<file path="src/rtl/assert_macros.svh">
// Assertion macros used by the top-level RTL file of the link quality block.
// Each macro expects signals named clk and rst_n in the including module.
`ifndef ASSERT_MACROS_SVH
`define ASSERT_MACROS_SVH

// Property that holds at every clock edge outside reset.
`define ASSERT_CLK(lbl, prop, msg) \
    lbl: assert property (@(posedge clk) disable iff (!rst_n) (prop)) else $error(msg);

// Condition that must never be seen at a clock edge outside reset.
`define ASSERT_NEVER(lbl, expr, msg) \
    lbl: assert property (@(posedge clk) disable iff (!rst_n) !(expr)) else $error(msg);

`endif

</file>
<file path="src/rtl/lqh_ram.sv">
// Generic single-port-write, single-port-read RAM with registered read data.
// Stands alone; holds the link table entries for the top level.
module lqh_ram #(
    parameter int WIDTH = 8,
    parameter int DEPTH = 16
) (
    input  logic                                    clk,
    input  logic                                    we,
    input  logic [((DEPTH > 1) ? $clog2(DEPTH) : 1)-1:0] waddr,
    input  logic [WIDTH-1:0]                        wdata,
    input  logic                                    re,
    input  logic [((DEPTH > 1) ? $clog2(DEPTH) : 1)-1:0] raddr,
    output logic [WIDTH-1:0]                        rdata
);

    logic [WIDTH-1:0] mem [DEPTH];
    logic [WIDTH-1:0] rdata_reg;

    always_ff @(posedge clk)
    begin
        if (we)
        begin
            mem[waddr] <= wdata;
        end
        if (re)
        begin
            rdata_reg <= mem[raddr];
        end
    end

    assign rdata = rdata_reg;

endmodule
</file>
<file path="config.mk">
export PLATFORM = sky130hd
export DESIGN_NAME = lqh_ram
export DESIGN_NICKNAME = d
export VERILOG_FILES = /design/src/rtl/assert_macros.svh /design/src/rtl/lqh_ram.sv
export SDC_FILE = /design/constraint.sdc
export NUM_CORES = 1
export LEC_CHECK = 0
export ABC_AREA = 1
export BUFFER_PORTS_ARGS = -buffer_cell sky130_fd_sc_hd__clkbuf_2
export CAP_MARGIN = 15
export CORE_MARGIN = 1.5
export CORE_UTILIZATION = 45
export CTS_BUF_LIST = sky130_fd_sc_hd__clkbuf_16
export CTS_CLUSTER_DIAMETER = 60
export DETAILED_ROUTE_END_ITERATION = 10
export HOLD_SLACK_MARGIN = 0.03
export PLACE_DENSITY = 0.69
export SKIP_CTS_REPAIR_TIMING = 1
export SLEW_MARGIN = 20
export SYNTH_ARGS = -nofsm -noshare
export SYNTH_HDL_FRONTEND = slang
export SYNTH_SLANG_ARGS = --single-unit
</file>
<file path="constraint.sdc">
create_clock -name clk -period 2.5 [get_ports clk]
set_clock_uncertainty 0.15 [all_clocks]
set_input_delay 0.625 -clock clk [delete_from_list [all_inputs] [get_ports clk]]
set_output_delay 0.625 -clock clk [all_outputs]
set_load 0.02 [all_outputs]
</file>
==> qor.txt <==
=====================================================================================
Clock-pin slew of the registers on the worst-case setup and hold paths          60 ps
Clock insertion delay at the later pin of the skew report                      410 ps
Achievable clock frequency                                                    565 MHz
Leakage component of the power                                                2.92 nW
Final Routed Wirelength                                                     13,000 um
Global-route track usage on met2                                                33.6%
Drt wl/cell                                                                   16.8 um
Number of buffers added on ports                                                   26
Highest-delay cell along the critical path                               sky130_fd_sc_hd__edfxtp_1
Hold EP                                                                  rdata[4]$_DFFE_PP_
GRT Max-Usage Layer                                                              met2
Max-cap violation count                                                             0
Largest fanout on the critical path                                                 1
Post-synthesis cell type count                                                     11
Endpoint of the most critical register-to-register path                  rdata[5]$_DFFE_PP_
First-iteration detailed-routing DRC count                                        415
Total CTS buffers                                                                  17
Global-route wire length before repair                                      20,700 um
Run status                                                                  completed
Die Y                                                                          117 um
Leading cell type in the layout, fill and taps excluded                  sky130_fd_sc_hd__nand2_1
Final-layout setup total negative slack                                          0 ps
Count of endpoints failing hold in the final timing report                          0
Power density over the cells                                              772 mW/mm^2
R2R setup slack                                                               1200 ps
Clock tree from TritonCTS                                                       built
TritonCTS sink count                                                              136
Cells on Worst Hold Path                                                            1
DR vias                                                                         3,867
Number of standard cells after synthesis                                          551
Die outline width                                                              117 um
Number of nets with antenna violations after routing                                0
Antenna violations before repair                                                    0
Syn Area/Cell                                                               10.6 um^2
Number of global-route vias before repair                                       3,863
Antenna diode count                                                                 0
Share of post-route cells with drive strength above 1                           11.8%
Final Max Slew Viols                                                                0
Warning count from the yosys run                                                    0
Kind of cell with the highest combined delay on the critical path          flip-flops
GR met1 Demand/Resource                                                         29.2%
Floorplan core area                                                       0.0127 mm^2
CP max stage delay                                                             400 ps
Most frequent cells in the layout                                        sky130_fd_sc_hd__nand2_1, sky130_fd_sc_hd__edfxtp_1, sky130_fd_sc_hd__inv_1, sky130_fd_sc_hd__nand3_1, sky130_fd_sc_hd__clkbuf_2
Final estimated routing congestion in global placement                          0.916
Worst IR drop on VDD                                                         0.440 mV
Post-detailed-route DRC marker count                                                0
Net count after synthesis                                                         570
Hold Crit Start                                                                    re
Seq/Total Area, Yosys                                                           69.8%
Logic depth of the worst setup path including buffers                               1
Period utilisation layout                                                       70.7%
Startpoint of the lowest-slack register-to-register path                 mem[1][5]$_DFFE_PP_
Site row count                                                                     41
Startpoint-to-endpoint class of the critical path                          reg -> out
Endpoints failing setup                                                             0
Setup repair after global routing missed its margin                             false
Sum of overflow across all layers after global routing                              0
Worst setup EP type                                                      primary output
Largest register FFs                                                              128
Top-level I/O count                                                                27
Total global routing track utilization                                          21.2%
Data arrival time of the worst path                                            990 ps
Iteration count of the initial detailed-routing pass                                5
Grt met3 use                                                                    5.20%
Worst max-slew margin expressed relative to the limit                           48.5%
Count of buffering cells on the critical path with inverters included               1
Die Footprint                                                             0.0137 mm^2
Initial cell density of the core                                                46.1%
Startpoint Class                                                             register
Via-to-Cell Ratio                                                                5.00
Total of flip-flops plus latches after synthesis                                  136
H-tree levels                                                                       4
Layout overhead on the synthesized area                                         15.1%
Slew at the pin closest to its max-slew limit                                  770 ps
Critical path data required time                                              1730 ps
Clock Tree Buf Depth                                                                2
Cell count of the worst reg-to-reg path                                             6
Worst hold margin                                                              483 ps
Cell chain of the critical path                                              clkbuf_2
Post-synth design cell area                                              0.00585 mm^2
Shortest period the worst path allows                                         1770 ps
Sum of net half-perimeters after detailed placement                           8110 um
Maximum number of pins on one net before global-route repair                       65
Buffer cell driving the clock tree root                                  sky130_fd_sc_hd__clkbuf_16
Final-stage net count                                                             609
Worst hold path type                                                        in -> reg
=====================================================================================
power breakdown:
group / leakage [nW] / internal (W) / switching, W
logic: 1.40 / 0.0000892 / 0.000228
clock network: 0.278 / 0.00143 / 0.000863
registers: 1.24 / 0.00257 / 0.0000141
worst max path at each step:
stage / startpoint / to / slack, ps
global route: raddr[0] / rdata[5]$_DFFE_PP_ / 690
detailed placement: raddr[0] / rdata[4]$_DFFE_PP_ / 340
floorplan: waddr[2] / mem[10][0]$_DFFE_PP_ / 770
global placement: raddr[0] / rdata[0]$_DFFE_PP_ / 380
CTS: rdata[6]$_DFFE_PP_ / rdata[6] / 710
finish: rdata[6]$_DFFE_PP_ / rdata[6] / 730
worst reg2reg max path, stage by stage (launching register included):
cell and delay, ps:
sky130_fd_sc_hd__edfxtp_1 380, sky130_fd_sc_hd__inv_1 80, sky130_fd_sc_hd__nand2_1 50, sky130_fd_sc_hd__nand3_1 80, sky130_fd_sc_hd__nand3_1 120, sky130_fd_sc_hd__nand3_1 120
sky130_fd_sc_hd__nand2_1 80
Yosys cell counts, drive strengths merged:
library cell | count | area (um^2)
buf | 24 | 166
edfxtp | 136 | 4080
inv | 102 | 383
nand2 | 173 | 649
nand3 | 97 | 485
nand3b | 2 | 15.0
nor2 | 17 | 63.8
metrics by stage:
step           cell area (um^2)  util (%)  std cells  setup slack, ps  power, W
4_1_cts                    6730      53.1        774              708   0.00522
3_5_place_dp               6190      48.8        743              337   0.00295
5_1_grt                    6730      53.1        774              690   0.00535
2_1_floorplan              5850         -        551              774   0.00282
3_3_place_gp               6190      48.8        743              378   0.00295
6_report                   6730      53.1        774              732   0.00519
kinds of logic (layout without fill, tap and decap cells):
kind of cell	after synthesis	count (layout)	synth area share, %
simple gates	289	289	20.8
flops	136	136	69.8
buf+inv	126	177	9.39
cell type report:
cell class,count,area [um^2]
timing repair buffer,44,290
tap,172,215
sequential,136,4080
clock inverter,14,119
inverter,102,383
clock buffer,17,425
multi-input combinational,289,1210
fill,1084,5940
metal layers:
| metal | vias to the layer above | share of wire, % |
|---|---|---|
| li1 | 1859 | - |
| met1 | 1837 | 44 |
| met2 | 153 | 48 |
| met3 | 18 | 6.6 |
| met4 | 0 | 1.4 |
| met5 | - | 0 |
Note: power is estimated with default switching activity, not from simulation.
